File: src/rtl/core/ntb_pkg.sv
// ============================================================================
// ntb_pkg: shared types and constants of the N-Triples term boundary scanner
// Character codes, result records, the per-byte result bundle and the
// sizing of the queue between the front and the back part.
// ============================================================================
package ntb_pkg;

    // Longest line that keeps distinct positions. Bytes past it report
    // LINE_MAX-1 and raise the too-long flag.
    localparam int LINE_MAX = 4096;
    // The byte counter must hold LINE_MAX itself.
    localparam int POS_W    = $clog2(LINE_MAX + 1);
    localparam int OUT_POS_W = 12;
    localparam int IDX_W     = 6;
    localparam logic [IDX_W-1:0] IDX_MAX = '1;

    // Bundles of results that the queue can hold.
    localparam int Q_DEPTH = 4;
    localparam int Q_PTR_W = $clog2(Q_DEPTH);

    localparam logic [7:0] CH_LT     = 8'h3C;  // '<'
    localparam logic [7:0] CH_GT     = 8'h3E;  // '>'
    localparam logic [7:0] CH_QUOTE  = 8'h22;  // '"'
    localparam logic [7:0] CH_UNDER  = 8'h5F;  // '_'
    localparam logic [7:0] CH_SPACE  = 8'h20;  // ' '
    localparam logic [7:0] CH_BSLASH = 8'h5C;  // '\'

    typedef enum logic [1:0] {
        KIND_START       = 2'd0,
        KIND_CONTENT_END = 2'd1,
        KIND_QUAL_END    = 2'd2,
        KIND_LINE_END    = 2'd3
    } t_kind;

    typedef struct packed {
        logic                   too_long;
        logic [IDX_W-1:0]       idx;
        t_kind                  kind;
        logic [OUT_POS_W-1:0]   pos;
    } t_rec;

    // Everything that one byte produces: up to three records, in order.
    typedef struct packed {
        logic [1:0]      cnt;
        t_rec [2:0]      recs;
    } t_bundle;

    typedef struct packed {
        logic empty;
        logic full;
    } t_q_status;

    // Saturating add of a small amount to the marker counter.
    function automatic logic [IDX_W-1:0] sat_add(input logic [IDX_W-1:0] a,
                                                 input logic [1:0] b);
        logic [IDX_W:0] sum;
        sum = {1'b0, a} + {{(IDX_W-1){1'b0}}, b};
        if (sum > {1'b0, IDX_MAX}) begin
            return IDX_MAX;
        end
        return sum[IDX_W-1:0];
    endfunction

    // Fit a byte position into the 12-bit position field.
    function automatic logic [OUT_POS_W-1:0] to_out_pos(input logic [POS_W-1:0] p);
        logic [POS_W+OUT_POS_W-1:0] wide;
        wide = {{OUT_POS_W{1'b0}}, p};
        return wide[OUT_POS_W-1:0];
    endfunction

endpackage

File: src/rtl/core/ntb_front.sv
// ============================================================================
// ntb_front: byte classifier and scan state
// Tracks the open term, the pending '>' and the backslash parity, and turns
// each accepted byte into a bundle of zero to three boundary records.
// ============================================================================
module ntb_front
    import ntb_pkg::*;
(
    input  logic        i_clk,
    input  logic        i_rst_n,
    input  logic        i_accept,
    input  logic [7:0]  i_ch,
    input  logic        i_line_last,
    output t_bundle     o_bundle
);

    typedef enum logic [2:0] {
        MODE_IDLE  = 3'd0,
        MODE_IRI   = 3'd1,
        MODE_BLANK = 3'd2,
        MODE_LIT   = 3'd3,
        MODE_QUAL  = 3'd4
    } t_mode;

    localparam logic [POS_W-1:0] LIMIT     = POS_W'(LINE_MAX);
    localparam logic [POS_W-1:0] LIMIT_M1  = POS_W'(LINE_MAX - 1);

    t_mode              r_mode, n_mode;
    logic               r_angle, n_angle;
    logic               r_parity, n_parity;
    logic [POS_W-1:0]   r_pos, n_pos;
    logic [IDX_W-1:0]   r_count, n_count;
    logic               r_ovf, n_ovf;

    logic               sat;
    logic               ovf;
    logic [POS_W-1:0]   cur, prev, mk_pos;
    logic [1:0]         mk_n;
    t_kind              kind_a, kind_b;
    t_rec               rec_a, rec_b, rec_end;

    always_comb begin
        sat    = (r_pos >= LIMIT);
        ovf    = r_ovf | sat;
        cur    = sat ? LIMIT_M1 : r_pos;
        // Past the limit the previous offset sticks at the same saturated value.
        prev   = sat ? LIMIT_M1 : ((r_pos == '0) ? '0 : r_pos - POS_W'(1));

        n_mode   = r_mode;
        n_angle  = r_angle;
        n_parity = r_parity;
        mk_n     = 2'd0;
        mk_pos   = cur;
        kind_a   = KIND_START;
        kind_b   = KIND_QUAL_END;

        case (r_mode)
            MODE_IDLE: begin
                if (i_ch == CH_LT) begin
                    mk_n    = 2'd1;
                    n_mode  = MODE_IRI;
                    n_angle = 1'b0;
                end else if (i_ch == CH_QUOTE) begin
                    mk_n     = 2'd1;
                    n_mode   = MODE_LIT;
                    n_parity = 1'b0;
                end else if (i_ch == CH_UNDER) begin
                    mk_n   = 2'd1;
                    n_mode = MODE_BLANK;
                end
            end
            MODE_IRI: begin
                // A '>' only closes the IRI when a space follows it.
                if (r_angle && i_ch == CH_SPACE) begin
                    n_angle = 1'b0;
                    mk_n    = 2'd2;
                    mk_pos  = prev;
                    kind_a  = KIND_CONTENT_END;
                    n_mode  = MODE_IDLE;
                end else begin
                    n_angle = (i_ch == CH_GT) && !i_line_last;
                end
            end
            MODE_BLANK: begin
                if (i_ch == CH_SPACE) begin
                    mk_n   = 2'd2;
                    mk_pos = prev;
                    kind_a = KIND_CONTENT_END;
                    n_mode = MODE_IDLE;
                end
            end
            MODE_LIT: begin
                if (i_ch == CH_QUOTE && !r_parity) begin
                    mk_n     = 2'd1;
                    kind_a   = KIND_CONTENT_END;
                    n_mode   = MODE_QUAL;
                    n_parity = 1'b0;
                end else begin
                    n_parity = (i_ch == CH_BSLASH) ? ~r_parity : 1'b0;
                end
            end
            MODE_QUAL: begin
                if (i_ch == CH_SPACE) begin
                    mk_n   = 2'd1;
                    mk_pos = prev;
                    kind_a = KIND_QUAL_END;
                    n_mode = MODE_IDLE;
                end
            end
            default: begin
                n_mode = MODE_IDLE;
            end
        endcase

        n_count = sat_add(r_count, mk_n);
        n_ovf   = ovf;
        n_pos   = sat ? r_pos : r_pos + POS_W'(1);

        rec_a   = '{too_long: ovf, idx: r_count, kind: kind_a, pos: to_out_pos(mk_pos)};
        rec_b   = '{too_long: ovf, idx: sat_add(r_count, 2'd1), kind: kind_b,
                    pos: to_out_pos(mk_pos)};
        rec_end = '{too_long: ovf, idx: n_count, kind: KIND_LINE_END, pos: to_out_pos(cur)};

        o_bundle.cnt     = mk_n + {1'b0, i_line_last};
        o_bundle.recs[0] = (mk_n != 2'd0) ? rec_a : rec_end;
        o_bundle.recs[1] = (mk_n == 2'd2) ? rec_b : rec_end;
        o_bundle.recs[2] = rec_end;

        // The line-end marker returns the whole scan state to its idle value.
        if (i_line_last) begin
            n_mode   = MODE_IDLE;
            n_angle  = 1'b0;
            n_parity = 1'b0;
            n_pos    = '0;
            n_count  = '0;
            n_ovf    = 1'b0;
        end
    end

    always_ff @(posedge i_clk) begin
        if (!i_rst_n) begin
            r_mode   <= MODE_IDLE;
            r_angle  <= 1'b0;
            r_parity <= 1'b0;
            r_pos    <= '0;
            r_count  <= '0;
            r_ovf    <= 1'b0;
        end else if (i_accept) begin
            r_mode   <= n_mode;
            r_angle  <= n_angle;
            r_parity <= n_parity;
            r_pos    <= n_pos;
            r_count  <= n_count;
            r_ovf    <= n_ovf;
        end
    end

endmodule

File: src/rtl/core/ntb_queue.sv
// ============================================================================
// ntb_queue: short bundle queue between classifier and result sequencer
// A circular buffer of result bundles; the head is visible without a pop.
// ============================================================================
module ntb_queue
    import ntb_pkg::*;
(
    input  logic        i_clk,
    input  logic        i_rst_n,
    input  logic        i_push,
    input  t_bundle     i_data,
    input  logic        i_pop,
    output t_bundle     o_head,
    output t_q_status   o_status
);

    t_bundle            r_mem [Q_DEPTH];
    logic [Q_PTR_W-1:0] r_wr, r_rd;
    logic [Q_PTR_W:0]   r_cnt, n_cnt;

    always_comb begin
        n_cnt = r_cnt;
        if (i_push && !i_pop) begin
            n_cnt = r_cnt + (Q_PTR_W+1)'(1);
        end else if (i_pop && !i_push) begin
            n_cnt = r_cnt - (Q_PTR_W+1)'(1);
        end
        o_head          = r_mem[r_rd];
        o_status.empty  = (r_cnt == '0);
        o_status.full   = (r_cnt == (Q_PTR_W+1)'(Q_DEPTH));
    end

    always_ff @(posedge i_clk) begin
        if (i_push) begin
            r_mem[r_wr] <= i_data;
        end
    end

    always_ff @(posedge i_clk) begin
        if (!i_rst_n) begin
            r_wr  <= '0;
            r_rd  <= '0;
            r_cnt <= '0;
        end else begin
            if (i_push) begin
                r_wr <= r_wr + Q_PTR_W'(1);
            end
            if (i_pop) begin
                r_rd <= r_rd + Q_PTR_W'(1);
            end
            r_cnt <= n_cnt;
        end
    end

endmodule

File: src/rtl/core/ntb_back.sv
// ============================================================================
// ntb_back: result sequencer
// Walks the records of the head bundle one per cycle, while i_ready does not
// stall it, into the output register and marks the last record of each bundle.
// ============================================================================
module ntb_back
    import ntb_pkg::*;
(
    input  logic        i_clk,
    input  logic        i_rst_n,
    input  t_bundle     i_head,
    input  t_q_status   i_q_status,
    output logic        o_pop,
    output logic [1:0]  o_sub,
    input  logic        i_ready,
    output logic        o_valid,
    output t_rec        o_rec,
    output logic        o_last
);

    logic       r_valid;
    t_rec       r_rec;
    logic       r_last;
    logic [1:0] r_sub;
    logic       load;
    logic       sel_last;
    t_rec       sel_rec;

    always_comb begin
        load     = !i_q_status.empty && (!r_valid || i_ready);
        sel_last = ((r_sub + 2'd1) == i_head.cnt);
        case (r_sub)
            2'd0:    sel_rec = i_head.recs[0];
            2'd1:    sel_rec = i_head.recs[1];
            default: sel_rec = i_head.recs[2];
        endcase
        o_pop = load && sel_last;
    end

    always_ff @(posedge i_clk) begin
        if (!i_rst_n) begin
            r_valid <= 1'b0;
            r_sub   <= 2'd0;
        end else if (load) begin
            r_valid <= 1'b1;
            r_sub   <= sel_last ? 2'd0 : r_sub + 2'd1;
        end else if (i_ready) begin
            r_valid <= 1'b0;
        end
    end

    always_ff @(posedge i_clk) begin
        if (load) begin
            r_rec  <= sel_rec;
            r_last <= sel_last;
        end
    end

    assign o_valid = r_valid;
    assign o_rec   = r_rec;
    assign o_last  = r_last;
    assign o_sub   = r_sub;

endmodule

File: src/rtl/core/ntriples_term_boundary_scanner_unit.sv
// ============================================================================
// ntriples_term_boundary_scanner_unit: N-Triples term boundary scanner
// Reports term starts, content ends, qualifier ends and line ends for a
// stream of N-Triples bytes.
// ============================================================================
// The block takes one byte of an N-Triples line per request on the slave
// side, with tlast on the final byte of the line, and reports boundaries on
// the master side. A term opens at '<', '"' or '_' while no term is open and
// produces a start, a content end and a qualifier end; a '>' closes an IRI
// only when a space follows it, and a literal's closing quote honors
// backslash escapes and may be followed by an @lang or ^^type qualifier that
// runs to the next space. After the last byte of a line a line-end result
// carries the marker count, and all scan state returns to idle. A byte
// produces zero to three results; the master tlast marks the last result of
// each such group. Input bytes are accepted one per cycle whenever the
// four-entry bundle queue has room, and a byte's results pass through the
// bundle queue and then the result sequencer's single output register. The
// output side delivers one result per cycle while results are queued and
// m_axis_tready does not stall it; that single output register sets the
// output rate. Positions beyond LINE_MAX-1 saturate and raise the too-long
// flag for the rest of the line.
// ============================================================================
module ntriples_term_boundary_scanner_unit
    import ntb_pkg::*;
(
    input  logic        i_clk,
    input  logic        i_rst_n,
    // Byte stream in.
    input  logic        s_axis_tvalid,
    output logic        s_axis_tready,
    input  logic [7:0]  s_axis_tdata,   // [7:0] ch
    input  logic        s_axis_tlast,   // line_last
    // Boundary results out.
    output logic        m_axis_tvalid,
    input  logic        m_axis_tready,
    output logic [23:0] m_axis_tdata,   // [11:0] position, [17:12] marker_index,
                                        // [23:18] zero
    output logic [2:0]  m_axis_tuser,   // [1:0] kind, [2] too_long
    output logic        m_axis_tlast    // run_last
);

    t_bundle    front_bundle;
    t_bundle    q_head;
    t_q_status  q_status;
    logic       s_accept;
    logic       q_push;
    logic       q_pop;
    logic [1:0] back_sub;
    t_rec       out_rec;

    // Input flow depends only on queue room, never on the output side.
    assign s_axis_tready = !q_status.full;
    assign s_accept      = s_axis_tvalid && s_axis_tready;
    // Bytes that produce no result leave nothing in the queue.
    assign q_push        = s_accept && (front_bundle.cnt != 2'd0);

    ntb_front u_front (
        .i_clk       (i_clk),
        .i_rst_n     (i_rst_n),
        .i_accept    (s_accept),
        .i_ch        (s_axis_tdata),
        .i_line_last (s_axis_tlast),
        .o_bundle    (front_bundle)
    );

    ntb_queue u_queue (
        .i_clk    (i_clk),
        .i_rst_n  (i_rst_n),
        .i_push   (q_push),
        .i_data   (front_bundle),
        .i_pop    (q_pop),
        .o_head   (q_head),
        .o_status (q_status)
    );

    ntb_back u_back (
        .i_clk      (i_clk),
        .i_rst_n    (i_rst_n),
        .i_head     (q_head),
        .i_q_status (q_status),
        .o_pop      (q_pop),
        .o_sub      (back_sub),
        .i_ready    (m_axis_tready),
        .o_valid    (m_axis_tvalid),
        .o_rec      (out_rec),
        .o_last     (m_axis_tlast)
    );

    assign m_axis_tdata = {6'd0, out_rec.idx, out_rec.pos};
    assign m_axis_tuser = {out_rec.too_long, out_rec.kind};

    // The queue can never look both empty and full.
    a_q_consistent: assert property (@(posedge i_clk) disable iff (!i_rst_n)
        !(q_status.empty && q_status.full))
        else $error("bundle queue reports empty and full together");

    // Partway through a bundle, that bundle must still sit at the queue head.
    a_sub_has_head: assert property (@(posedge i_clk) disable iff (!i_rst_n)
        (back_sub != 2'd0) |-> (!q_status.empty && back_sub < q_head.cnt))
        else $error("result sequencer index runs past its bundle");

    // A line-end result always closes the group of its byte.
    a_line_end_last: assert property (@(posedge i_clk) disable iff (!i_rst_n)
        (m_axis_tvalid && m_axis_tuser[1:0] == KIND_LINE_END) |-> m_axis_tlast)
        else $error("line-end result not marked as last of its group");

    // A bundle pops only when its final record moves into the output register.
    a_pop_then_last: assert property (@(posedge i_clk) disable iff (!i_rst_n)
        q_pop |=> (m_axis_tvalid && m_axis_tlast))
        else $error("bundle popped without its last record reaching the output");

endmodule
File: config.mk
export PLATFORM = sky130hd
export DESIGN_NAME = ntriples_term_boundary_scanner_unit
export DESIGN_NICKNAME = d
export VERILOG_FILES = /design/src/rtl/core/ntb_pkg.sv /design/src/rtl/core/ntb_front.sv /design/src/rtl/core/ntb_queue.sv /design/src/rtl/core/ntb_back.sv /design/src/rtl/core/ntriples_term_boundary_scanner_unit.sv
export SDC_FILE = /design/constraint.sdc
export NUM_CORES = 1
export LEC_CHECK = 0
export ABC_AREA = 1
export BUFFER_PORTS_ARGS = -buffer_cell sky130_fd_sc_hd__buf_2
export CORE_MARGIN = 2
export CORE_UTILIZATION = 56
export CTS_CLUSTER_DIAMETER = 50
export DETAILED_ROUTE_END_ITERATION = 8
export MAX_ROUTING_LAYER = met4
export PLACE_DENSITY_LB_ADDON = 0.1
export SYNTH_ARGS = -nofsm -noshare
export SYNTH_HDL_FRONTEND = slang
export SYNTH_SLANG_ARGS = --single-unit
File: constraint.sdc
create_clock -name i_clk -period 4.4 [get_ports i_clk]
set_clock_uncertainty 0.05 [all_clocks]
set_input_delay 0.22 -clock i_clk [delete_from_list [all_inputs] [get_ports i_clk]]
set_output_delay 0.22 -clock i_clk [all_outputs]
set_load 0.01 [all_outputs]
---- Word level (Yosys, flattened, before mapping) ----
Memory sizes are Yosys's and may differ from the RTL's. A register that Yosys moved wholly into a read port is not among the register bits.
Index checks and enable logic that the tools add are counted.
cells by class
  magnitude comparators ................... 3
  reduce and logical (&&, ||, !) cells .... 32
  mux-type cells .......................... 56
  eq/ne operators ......................... 22
  $mul .................................... 0
  add/sub/neg operators ................... 10
  shift-type cells ........................ 0
  bitwise gates (word level) .............. 2
  div/mod/pow operators ................... 0
operators with widths
  operator                                                        count
  two-way mux 12 bit                                              5
  one-hot mux 21 bit (2 select lines)                             1
  two-way mux 20 bit                                              2
  == test 8 x 6 -> 1 bit (second input constant)                  4
  two-way mux 6 bit                                               5
  two-way mux 3 bit                                               9
  two-way mux 13 bit                                              2
  one-hot mux 12 bit (2 select lines)                             1
  two-way mux 1 bit                                               19
  == test 8 x 7 -> 1 bit (second input constant)                  2
  greater-than comparator 7 x 6 -> 1 bit (second input constant)  2
  two-way mux 2 bit                                               7
  adder 13 x 1 -> 13 bit (second input constant)                  1
  >= comparator 13 bit (second input constant)                    1
  zero test 13 bit                                                1
  != test 3 x 2 -> 1 bit (second input constant)                  4
  one-hot mux 3 bit (4 select lines)                              1
  subtractor 12 x 1 -> 12 bit (second input constant)             1
  one-hot mux 2 bit (5 select lines)                              1
  logical AND 1 bit                                               9
  one-hot mux 2 bit (4 select lines)                              1
  nonzero test 2 bit                                              4
  adder 6 x 1 -> 7 bit (second input constant)                    1
  adder 6 x 2 -> 7 bit                                            1
  other kinds (27)                                                40
storage, ports and cells
  word-level logic and storage cells ...... 142
  RAM bits ................................ 252
  latch bits .............................. 0
  bits of input ports ..................... 13
  memory bits (read-only) ................. 0
  output and inout port bits .............. 30
  memories kept ........................... 1
  flip-flop bits (word level) ............. 57
memories
  name           depth  width  read ports  clocked after Yosys merged registers in  write ports  line             RTL
  u_queue.r_mem  4      63     1           1                                        1            ntb_queue.sv:17  t_bundle r_mem [Q_DEPTH];

---- Depth between registers and ports, before layout ----
Gate-level depths: netlist (run 1).
  depth after elaboration ................. 12
  depth in mapped cells ................... 21
  depth with buffers taken out ............ 21

---- Modules after synthesis ----
Synthesis (run 1) repeated with hierarchy kept, for this count alone.
second synthesis, totals
  cell total of the unflattened synthesis .. 1269
  area, all modules ....................... 14234.9 µm²
by module, submodules not included
  module                               area each (µm²)  times used  sequential area each (µm²)  cells an instance
  ntb_queue                            10395.0          1           7987.7                      687
  ntb_front                            2543.7           1           500.5                       442
  ntb_back                             1223.7           1           720.7                       128
  ntriples_term_boundary_scanner_unit  72.6             1           0.0                         12

---- Worst setup path after synthesis (run 1) ----
OpenSTA, ideal clock, no wires.
  path type ............................... input to register
  start ................................... input port s_axis_tdata[7]
  end ..................................... memory u_queue.r_mem[0][0] (netlist bit), enable pin
  arrival ................................. 3957 ps
  slack ................................... -85 ps
  buffers on the path ..................... 0
  data required time ...................... 3872 ps
  library setup time ...................... 478 ps
  stages .................................. 11
  cell sequence ........................... nor2_1 -> nand2_1 -> nor2_1 -> nand2_1 -> or2_1 -> nand3_2 -> ha_1 -> nand2_1 -> nand3b_4 -> nand2_4 -> nor2_1
on the way
  word-level cells in the longest chain between the ends .. 10
  elaborated cells on any way between the ends .. 19
  classes of those cells .................. add/sub: 1; eq/ne: 4; mux: 10; reduce/logical: 4
ends and longest elaborated chain
  what                                         line                                       RTL
  from (decl)                                  ntriples_term_boundary_scanner_unit.sv:31  input logic [7:0] s_axis_tdata,
  == test 8 x 7 -> 1 bit                       ntb_front.sv:67                            end else if (i_ch == CH_UNDER) begin
  two-way mux 1 bit                            ntb_front.sv:67
  two-way mux 2 bit                            ntb_front.sv:63                            end else if (i_ch == CH_QUOTE) begin
  two-way mux 2 bit                            ntb_front.sv:59                            if (i_ch == CH_LT) begin
  one-hot mux 2 bit (5 select lines) (*)       ntb_front.sv:57                            case (r_mode)
  adder 2 x 1 -> 2 bit (*)                     ntb_front.sv:124                           o_bundle.cnt = mk_n + {1'b0, i_line_last};
  nonzero test 2 bit (*)                       ntriples_term_boundary_scanner_unit.sv:55  assign q_push = s_accept && (front_bundle.cnt != 2'd0);
  logical AND 1 bit (*)                        ntriples_term_boundary_scanner_unit.sv:55
  two-way mux 1 bit (*)                        ntb_queue.sv:34                            if (i_push) begin
  two-way mux 1 bit (not written as such) (*)  ntb_queue.sv:35                            r_mem[r_wr] <= i_data;
  to (decl)                                    ntb_queue.sv:17
Every way passes the cells marked *; elsewhere a longest branch is shown, timed or not.

==> metrics.yaml, run 1 <==
logic_synthesis:
  yosys_warnings: 0
  ys_types: 46
  synth_seq_cells: 299
  syn-instance-count: 1215
  synth-edff-count: 262
  yosysSeqAreaShare: 0.662
  avgSynthCellArea_um2: 10.7
  ys.flop_type: "edfxtp_1"
  syn_area_um2: 13000
  async_flop_share: 0
clocking:
  clkLatencyLatePin_ns: 0.56
  clk_path_buf_depth: 3
  cts_num_sinks: 299
  post_cts.repair.setup_buffers: 0
  clkTransAtPathRegs_ns: 0.06
  cts_tree: "done"
  cts_buffers: 31
  root_buffer: "clkbuf_16"
  htree_levels: 1
drt:
  vias: 8917
  drc: 0
  drtIter0Drc: 840
  drt-pass1-iter-count: 4
  via_per_inst: 5.75
  ant_nets: 0
  totalWireLength_mm: 28.7
  wl_per_cell_um: 18.5
placement:
  dp_hpwl_mm: 17.1
  dp_cells: 1495
  portBuffers: 36
  place_congestion: 0.906
  place_ws_ns: 1.31
setup_path:
  r2r_slack_ns: 1.28
  path_buf_inv: 3
  path_common_cell: "nand2_1"
  critPathKind: "flip-flop to flip-flop"
  ff2ff_path_depth: 15
  cp.required_ns: 4.78
  arrival_ns: 3.50
  crit_path_max_fanout: 48
  cp_cell_sequence: "clkinv_2 > nand2_1 > nand3_1 > nand2_1 > xor2_1 > nand2_1 > inv_2 > nand2_1 > ha_1 > inv_1 > fa_1 > a21oi_1 > o21ai_0 > o21ai_0 > a21oi_1"
  start_kind: "flip-flop"
  timing.rr.end: "u_queue.r_cnt[2]"
  critPathSlowestCell: "dfxtp_4"
  end_kind: "flip-flop"
  crit_family: "flip-flops"
  slowest_delay_ns: 0.66
timing:
  fin_hold_ws_ns: 0.000731
  timing.final.ws_setup_ns: 1.28
  period_minus_slack_ns: 3.12
  setup_viol: 0
  finalHoldViolCount: 0
  setup_tns_ns: 0
  slew_headroom: 0.204
  worstMarginPinSlew_ns: 1.19
  rsz0062_at_grt: "no"
  timing.final.crit_share: 0.708
  slew_viol_final: 0
  fmax_mhz: 321
layout:
  fillers: 1745
  fin_nets: 1272
  syn_to_final_growth_pct: 11.3
  layout_commonest_cell: "edfxtp_1"
  final_cells: 1551
  antenna_cells: 0
  final_cell_mix: "edfxtp_1 (262), nand2_1 (198), nor2_1 (166), o21ai_0 (149), inv_1 (81)"
  drive_gt1_frac: 0.118
  utilization: 0.637
global_route:
  grt_overflow_total: 0
  antenna_found_initial: 0
  track_usage: 0.248
  grt_max_degree: 91
  grt_pass1_vias: 8546
  grt_pass1_wl_mm: 45.7
die:
  pin_count: 43
  die_w_um: 156
  initial_core_util: 0.573
  num_rows: 55
  die_h_um: 156
  placeableCoreArea_um2: 22700
  design.die.area_um2: 24500
pwr:
  vdd_drop_max_mv: 0.370
  leakage_nw: 5.37
  p_per_area_nw_per_um2: 550
hold_path:
  hold_start: "i_rst_n"
  hold_depth: 3
  min_path_type: "primary input to flip-flop"
  hold_end: "u_back.o_sub[1]"
run:
  drv_cap: 0
run_status:
  status: "finished, final reports clean"
## cell type report
class                           count  area (µm²)  area share
Clock buffer                       43         841      0.0581
Clock inverter                     12         121     0.00839
Tap cell                          285         357      0.0246
Multi-Input combinational cell    768        3830       0.264
Inverter                           92         347      0.0240
Sequential cell                   299        8610       0.595
Timing Repair Buffer               52         365      0.0252
## worst reg2reg max path, delay by kind of cell, from the launching register on
kind | cells | cell delay, ns
xor gates and xnor gates | 1 | 0.07
and+or+nand+nor | 5 | 0.60
adders and majority gates | 2 | 0.54
DFF | 1 | 0.66
AOI/OAI and AO/OA | 4 | 0.47
buffers and inverters | 3 | 0.61
## cells by family after synthesis
kind of cell / after synthesis / synth area share
AO/OA/AOI/OAI: 276 / 0.119
XOR/XNOR: 8 / 0.00539
adder cells (fa/ha/maj): 15 / 0.0150
buffers and inverters: 153 / 0.0488
flip-flops: 299 / 0.662
AND/OR/NAND/NOR: 463 / 0.150
other: 1 / 0.000288
## flip-flops by register name, summed over array words and instances (netlist names), named ones only
name / cells
u_queue.r_mem: 240
u_back.o_rec: 21
u_front.r_pos: 13
u_front.r_count: 6
u_front.r_mode: 3
u_queue.r_cnt: 3
u_back.o_sub: 2
u_queue.r_rd: 2
u_queue.r_wr: 2
u_back.o_last: 1
u_back.o_valid: 1
u_front.r_angle: 1
u_front.r_ovf: 1
u_front.r_parity: 1
## timing repair
| item | in CTS | in global routing |
|---|---|---|
| endpoints found under the hold margin | 1 | 0 |
| hold buffers | 1 | 0 |
| resized for setup | 0 | 0 |
## synth_stat cells, drive strengths merged (2+ instances only)
| library cell | instances | share of area |
|---|---|---|
| a21oi | 36 | 0.014 |
| a22oi | 4 | 0.0023 |
| a31oi | 3 | 0.0014 |
| buf | 23 | 0.011 |
| clkbuf | 38 | 0.011 |
| dfxtp | 37 | 0.057 |
| edfxtp | 262 | 0.60 |
| ha | 14 | 0.013 |
| inv | 91 | 0.026 |
| nand2 | 207 | 0.062 |
| nand3 | 51 | 0.021 |
| nand4 | 7 | 0.0034 |
| nor2 | 177 | 0.053 |
| nor3 | 12 | 0.0054 |
| o211ai | 3 | 0.0017 |
| o21ai | 168 | 0.069 |
| o22ai | 58 | 0.028 |
| o31ai | 2 | 0.0012 |
| or2 | 4 | 0.0021 |
| xor2 | 7 | 0.0047 |
## where the power goes
part	leakage (nW)	switching, mW	internal [mW]
combinational	2.18	1.35	0.578
sequential	2.72	0.136	3.42
clock	0.470	1.03	1.45
total	5.37	2.51	5.45
## per-layer routing
layer | up-vias | wire length, µm | GRT usage
li1 | 4302 | - | -
met1 | 4251 | 12900 | 0.360
met2 | 317 | 13100 | 0.375
met3 | 47 | 2110 | 0.0354
met4 | 0 | 595 | 0.0629
met5 | - | 0 | -
## stage by stage
stage	power, mW	cell area [µm²]
2_1_floorplan	4.88	13000
3_3_place_gp	5.52	13500
3_5_place_dp	5.53	13500
4_1_cts	7.99	14500
5_1_grt	8.36	14500
6_report	7.96	14500
## worst max-delay path by stage
stage                         start                   to  slack (ns)  depth (start not counted)
floorplan           s_axis_tdata[7]  u_queue.r_mem[0][0]       -0.09                         11
global placement          flip-flop     u_queue.r_cnt[2]        1.36                         15
detailed placement        flip-flop     u_queue.r_cnt[2]        1.31                         15
CTS                       flip-flop     u_queue.r_cnt[2]        1.27                         15
global route              flip-flop     u_queue.r_cnt[2]        0.97                         15
finish                    flip-flop     u_queue.r_cnt[2]        1.28                         15
No activity file was read; power rests on OpenSTA's default activity.
==> run 2: changes to the inputs <==
--- a/config.mk
+++ b/config.mk
@@ -5,7 +5,7 @@
 export SDC_FILE = /design/constraint.sdc
 export NUM_CORES = 1
 export LEC_CHECK = 0
-export ABC_AREA = 1
+export ABC_AREA = 0
 export BUFFER_PORTS_ARGS = -buffer_cell sky130_fd_sc_hd__buf_2
 export CORE_MARGIN = 2
 export CORE_UTILIZATION = 56
==> constraint.sdc (replaced) <==
create_clock -name i_clk -period 2.7 [get_ports i_clk]
set_clock_uncertainty 0.05 [all_clocks]
set_input_delay 0.135 -clock i_clk [delete_from_list [all_inputs] [get_ports i_clk]]
set_output_delay 0.135 -clock i_clk [all_outputs]
set_load 0.01 [all_outputs]
==> run 2 against run 1 <==
Non-clock buffer count increased by 82. Cell count decreased by 16%. Via count decreased by 13%. Critical endpoint is now u_queue.r_mem[3][19]. Sequential power increased by 58%. Synthesized cell count decreased by 29%. Register-to-register slack got worse by 1.4 ns. Wire length decreased by 1.7%. Synthesized area increased by 0.45%. Sequential share of layout area decreased by 4.1 points. The run now ends with negative setup slack left. Clock power increased by 77%. Critical path depth decreased by 2.
==> metrics.yaml, run 2 <==
logic_synthesis:
  synth_seq_cells: 299  # unchanged
  ys.flop_type: "edfxtp_1"
  synth-edff-count: 262  # unchanged
  syn_area_um2: 13100  # +0.45%
  synth_common_cells: "edfxtp_1 (262), nand2_1 (80), mux4_2 (60), nor2_1 (43), dfxtp_1 (37)"
  ys_top_cells_by_area: "edfxtp_1 (60%), mux4_2 (10%), dfxtp_1 (5.7%)"
  yosys.area.top_type: "edfxtp_1"
  ys_types: 76  # +65%
  yosys_warnings: 0  # unchanged
  synth.most_common_cell: "edfxtp_1"
  synth.top_cell.area_share: 0.602  # -0.00272
  async_flop_share: 0  # unchanged
  syn-instance-count: 860  # -29%
  yosysSeqAreaShare: 0.659  # -0.00298
  avgSynthCellArea_um2: 15.2  # +42%
setup_path:
  r2r_slack_ns: -0.13  # -1.41 ns
  crit_start: "u_front.r_mode[2]"
  arrival_ns: 3.03  # -0.47 ns
  critPathSlowestCell: "dfxtp_4"
  critPathKind: "flip-flop to flip-flop"
  crit_path_max_fanout: 6  # -88%
  path_common_cell: "ha_4"
  cp.required_ns: 2.91  # -1.87 ns
  start_kind: "flip-flop"
  worstReg2RegStart: "u_front.r_mode[2]"
  slowest_delay_ns: 0.38  # -0.28 ns
  end_kind: "flip-flop"
  cp_cell_sequence: "and3b_1 > a211o_1 > nand2_1 > o21ai_2 > buf_4 > buf_6 > ha_4 > ha_4 > inv_4 > nand4_1 > mux2i_2 > o22ai_4 > mux2_4"
drt:
  totalWireLength_mm: 28.2  # -1.7%
  ant_nets: 0  # unchanged
  wl_per_cell_um: 21.5  # +16%
  drc: 0  # unchanged
  drt-pass1-iter-count: 5  # +1
  vias: 7783  # -13%
  via_per_inst: 5.94  # +3.3%
  drtIter0Drc: 558  # -34%
timing:
  finalHoldViolCount: 0  # unchanged
  period_minus_slack_ns: 2.83  # -0.289 ns
  slew_viol_final: 0  # unchanged
  slew_headroom: 0.595  # +0.391
  worstMarginPinSlew_ns: 0.607  # -0.582 ns
  fmax_mhz: 354  # +10%
  timing.final.crit_share: 1.05  # +0.339
  setup_viol: 23  # +23
  timing.final.ws_setup_ns: -0.128  # -1.41 ns
  rsz0062_at_grt: "yes"
clocking:
  clkTransAtPathRegs_ns: 0.06  # about the same
  clk_path_buf_depth: 3  # unchanged
  htree_levels: 2  # +1
  cts_num_sinks: 299  # unchanged
  root_buffer: "clkbuf_16"
  cts_buffers: 34  # +9.7%
  cts_tree: "done"
  clkLatencyLatePin_ns: 0.50  # -0.06 ns
die:
  die_w_um: 157  # +0.22%
  num_rows: 55  # unchanged
  placeableCoreArea_um2: 22800  # +0.30%
  design.die.area_um2: 24600  # +0.44%
  initial_core_util: 0.574  # +0.000852
  pin_count: 43  # unchanged
  die_h_um: 157  # +0.22%
layout:
  antenna_cells: 0  # unchanged
  drive_gt1_frac: 0.312  # +0.193
  largest_reg_flops: 240  # unchanged
  final_cells: 1310  # -16%
  fin_nets: 1003  # -21%
  layout_commonest_cell: "edfxtp_1"
  fillers: 1545  # -11%
  final_cell_area_um2: 15600  # +7.6%
  seqCellArea_um2: 8620  # +0.13%
  syn_to_final_growth_pct: 19.2
  final_cell_mix: "edfxtp_1 (262), nand2_1 (79), buf_4 (76), mux4_2 (60), nor2_1 (43)"
  top_register: "u_queue.r_mem"
  multiInputGateArea_um2: 4280  # +12%
placement:
  place_congestion: 0.878  # -3.1%
  placed_area_um2: 14200  # +5.4%
  dp_hpwl_mm: 17.2  # +0.25%
  dp_cells: 1241  # -17%
  portBuffers: 36  # unchanged
pwr:
  p_per_area_nw_per_um2: 805  # +46%
  vdd_drop_max_mv: 0.806  # +120%
  leakage_nw: 5.49  # +2.3%
global_route:
  antenna_found_initial: 0  # unchanged
  grt_pass1_wl_mm: 44.3  # -2.9%
  grt_overflow_total: 0  # unchanged
  grt_pass1_vias: 8033  # -6.0%
  grt_max_degree: 59  # -35%
  track_usage: 0.247  # -0.00180
run_status:
  violations: "negative setup slack"
  status: "finished with violations"
hold_path:
  hold_start: "i_rst_n"
  min_path_type: "primary input to flip-flop"
run:
  drv_cap: 0  # unchanged
[run 2: where the power goes]
| part | leakage [nW] | total, mW | switching (mW) | internal [mW] |
|---|---|---|---|---|
| Clock | 0.521 | 4.40 | 1.72 | 2.68 |
| Sequential | 2.70 | 5.62 | 0.129 | 5.50 |
| Combinational | 2.27 | 2.51 | 1.40 | 1.11 |
[run 2: layer usage]
metal / track usage / wire, µm
met3: 0.0385 / 1790
met2: 0.383 / 13400
met5: - / 0
met4: 0.0712 / 590
met1: 0.344 / 12400
[run 2: metrics by stage]
stage | setup TNS (ns) | hold WS (ns) | utilization | power, mW | setup slack (ns)
6_report | -1.75 | 0.129 | 0.684 | 12.5 | -0.128
5_1_grt | -3.92 | 0.135 | 0.684 | 13.1 | -0.199
3_3_place_gp | -12.63 | 0.370 | 0.625 | 8.19 | -0.268
4_1_cts | -0.0532 | 0.106 | 0.678 | 12.7 | -0.0532
3_5_place_dp | -29.68 | 0.411 | 0.625 | 8.24 | -0.361
2_1_floorplan | -14.96 | 0.274 | - | 7.35 | -0.251
[run 2: final cells by class]
type / count / share of cell area
clock buffer: 44 / 0.0591
sequential: 299 / 0.554
timing repair buffer: 134 / 0.0721
clock inverter: 14 / 0.00964
inverter: 23 / 0.00570
tap: 313 / 0.0251
multi-input combinational: 483 / 0.275
[run 2: cells by family (layout without fill, tap and decap cells)]
| logic type | after synthesis | after routing | share of synthesized area |
|---|---|---|---|
| flops | 299 | 299 | 0.659 |
| compound gates | 108 | 108 | 0.0559 |
| buf+inv | 83 | 215 | 0.0294 |
| simple gates | 240 | 240 | 0.0982 |
| other cells | 1 | 6 | 0.000287 |
| mux | 81 | 81 | 0.120 |
| xor+xnor | 32 | 32 | 0.0215 |
| fa+ha+maj | 16 | 16 | 0.0157 |
[run 2: what timing repair did]
action / 4_1_cts / 5_1_grt
buffers inserted: 5 / 5
hold buffers: 2 / 0
gates cloned: 0 / 1
setup endpoints to repair: 74 / 103
endpoints found under the hold margin: 2 / 0
pin swaps: 8 / 6
gates resized for setup: 22 / 20
[run 2: worst paths after layout]
| kind | cells past startpoint | to |
|---|---|---|
| worst max-delay path | 13 | u_queue.r_mem[3][19] |
| worst min-delay path | 2 | u_back.o_sub[0] |
| worst max register to register | 13 | u_queue.r_mem[3][19] |
| worst min register to register | 2 | u_front.r_ovf |
[run 2: critical path: cells and delay by family (launching register included)]
| kind | cells | cell delay [ns] |
|---|---|---|
| multiplexers | 2 | 0.59 |
| AO/OA/AOI/OAI | 3 | 0.51 |
| AND/OR/NAND/NOR | 3 | 0.42 |
| flip-flops | 1 | 0.38 |
| adder cells (fa/ha/maj) | 2 | 0.33 |
| buffers and inverters | 3 | 0.32 |
==> run 3: changes to the inputs <==
==> constraint.sdc (replaced) <==
create_clock -name i_clk -period 2.7 [get_ports i_clk]
set_clock_uncertainty 0.05 [all_clocks]
set_input_delay 0.405 -clock i_clk [delete_from_list [all_inputs] [get_ports i_clk]]
set_output_delay 0.405 -clock i_clk [all_outputs]
set_load 0.01 [all_outputs]
==> run 3 against run 2 <==
The flow still finishes with violations (negative setup slack). Global-route usage up 0.36 points. Design area up 0.84%. Maximum frequency up 0.26%. Setup slack better by 0.0074 ns. Critical path depth unchanged. Core utilization up 0.58 points. Total power up 3.3%. Sequential power about the same. Sequential cell count unchanged. Non-clock buffer count up 10. Cell count up 1.4%.
==> metrics.yaml, run 3 (same netlist as run 2, synthesis figures left out) <==
setup_path:
  critPathSlowestCell: "dfxtp_4"
  cp_cell_sequence: "and3b_1 > a211o_1 > nand2_1 > o21ai_2 > ha_4 > xnor2_2 > o21a_1 > ha_4 > inv_2 > fa_2 > xor2_1 > or3_1 > a21boi_1"
  slowest_delay_ns: 0.39  # about the same
  crit_family: "compound AO/OA/AOI/OAI gates"
  crit_path_max_fanout: 7  # +1
  end_kind: "flip-flop"
  r2r_slack_ns: -0.12  # about the same
  critPathKind: "flip-flop to flip-flop"
  path_buf_inv: 1  # -2
  path_common_cell: "ha_4"
  start_kind: "flip-flop"
  cp.required_ns: 3.07  # +0.16 ns
  arrival_ns: 3.19  # +0.16 ns
drt:
  via_per_inst: 5.97  # +0.43%
  ant_nets: 0  # unchanged
  totalWireLength_mm: 28.6  # +1.5%
  vias: 7924  # +1.8%
  drc: 0  # unchanged
  wl_per_cell_um: 21.6  # +0.12%
  drt-pass1-iter-count: 5  # unchanged
  drtIter0Drc: 561  # +0.54%
layout:
  largest_reg_flops: 240  # unchanged
  fillers: 1514  # -2.0%
  antenna_cells: 0  # unchanged
  syn_to_final_growth_pct: 20.2
  top_register: "u_queue.r_mem"
  final_cell_mix: "edfxtp_1 (262), buf_4 (94), nand2_1 (80), mux4_2 (60), nor2_1 (43)"
  fin_nets: 1016  # +1.3%
  layout_commonest_cell: "edfxtp_1"
  drive_gt1_frac: 0.321  # +0.00925
  final_cell_area_um2: 15700  # +0.84%
global_route:
  grt_max_degree: 40  # -32%
  grt_pass1_vias: 8085  # +0.65%
  grt_overflow_total: 0  # unchanged
  grt_pass1_wl_mm: 45.0  # +1.6%
  track_usage: 0.250  # +0.00364
  antenna_found_initial: 0  # unchanged
placement:
  dp_hpwl_mm: 18.3  # +6.5%
  placed_area_um2: 14300  # +0.81%
  place_ws_ns: -0.698  # -0.338 ns
  place_congestion: 0.885  # +0.83%
  portBuffers: 36  # unchanged
clocking:
  clkLatencyLatePin_ns: 0.51  # about the same
  holdBufCountCts: 0  # -2
  root_buffer: "clkbuf_16"
  cts_num_sinks: 299  # unchanged
  cts_tree: "done"
  cts_buffers: 37  # +8.8%
  clk_path_buf_depth: 3  # unchanged
  htree_levels: 2  # unchanged
  clkTransAtPathRegs_ns: 0.06  # about the same
timing:
  period_minus_slack_ns: 2.82  # -0.00738 ns
  fin_hold_ws_ns: 0.143  # +0.0134 ns
  fmax_mhz: 355  # +0.26%
  setup_viol: 6  # -74%
  timing.final.ws_setup_ns: -0.120  # +0.00738 ns
  finalHoldViolCount: 0  # unchanged
  slew_viol_final: 0  # unchanged
  slew_headroom: 0.448  # -0.147
  timing.final.crit_share: 1.04  # -0.00273
  worstMarginPinSlew_ns: 0.824  # +0.217 ns
  rsz0062_at_grt: "yes"
pwr:
  vdd_drop_max_mv: 0.955  # +18%
  p_per_area_nw_per_um2: 824  # +2.4%
  leakage_nw: 5.58  # +1.6%
  p_total_mw: 12.9  # +3.3%
die:
  initial_core_util: 0.574  # unchanged
  die_h_um: 157  # unchanged
  pin_count: 43  # unchanged
  die_w_um: 157  # unchanged
  placeableCoreArea_um2: 22800  # unchanged
  design.die.area_um2: 24600  # unchanged
  num_rows: 55  # unchanged
run_status:
  violations: "negative setup slack"
  status: "finished with violations"
hold_path:
  min_path_type: "primary input to flip-flop"
run:
  drv_cap: 0  # unchanged
## run 3: per-stage QoR
step | cells | setup TNS (ns) | utilization
after CTS | 1327 | -0.124 | 0.687
after detailed placement | 1258 | -128.29 | 0.630
final | 1328 | -0.245 | 0.689
after floorplan | 865 | -85.83 | -
after global routing | 1328 | -0.951 | 0.689
after global placement | 1258 | -90.45 | 0.630
## run 3: timing repair
item / 4_1_cts / 5_1_grt
gates resized for setup: 18 / 7
pin swaps: 9 / 5
setup buffers: 3 / 2
endpoints found under the setup margin: 99 / 35
## run 3: routing by layer
metal | wire length [µm] | vias up | global-route usage
li1 | - | 3570 | -
met1 | 12700 | 4034 | 0.349
met2 | 13500 | 276 | 0.383
met3 | 1720 | 44 | 0.0407
met4 | 673 | 0 | 0.0795
met5 | 0 | - | -
## run 3: report_power, final
part / internal [mW] / leakage, nW / switching (mW)
registers: 5.50 / 2.70 / 0.125
clock network: 2.87 / 0.584 / 1.92
logic: 1.11 / 2.29 / 1.43
## run 3: worst reg2reg max path: stages, from the launching register on
cell and delay [ns]:
dfxtp_4 0.39, and3b_1 0.20, a211o_1 0.28, nand2_1 0.09, o21ai_2 0.08, ha_4 0.17
xnor2_2 0.13, o21a_1 0.21, ha_4 0.16, inv_2 0.04, fa_2 0.33, xor2_1 0.16
or3_1 0.32, a21boi_1 0.14
## run 3: worst paths after layout
kind | from | end | cells past startpoint
max | u_front.r_mode[2] | u_queue.r_cnt[2] | 13
min | m_axis_tready | u_back.o_valid | 4
max reg2reg | u_front.r_mode[2] | u_queue.r_cnt[2] | 13
min reg2reg | u_front.r_ovf | u_front.r_ovf | 2
## run 3: final cells by class
cell class / instances / area [µm²] / area share
clock buffer: 45 / 998 / 0.0636
clock inverter: 21 / 205 / 0.0131
inverter: 23 / 88.8 / 0.00566
sequential: 299 / 8620 / 0.549
multi-input combinational: 483 / 4240 / 0.270
timing repair buffer: 144 / 1160 / 0.0737
tap: 313 / 392 / 0.0249
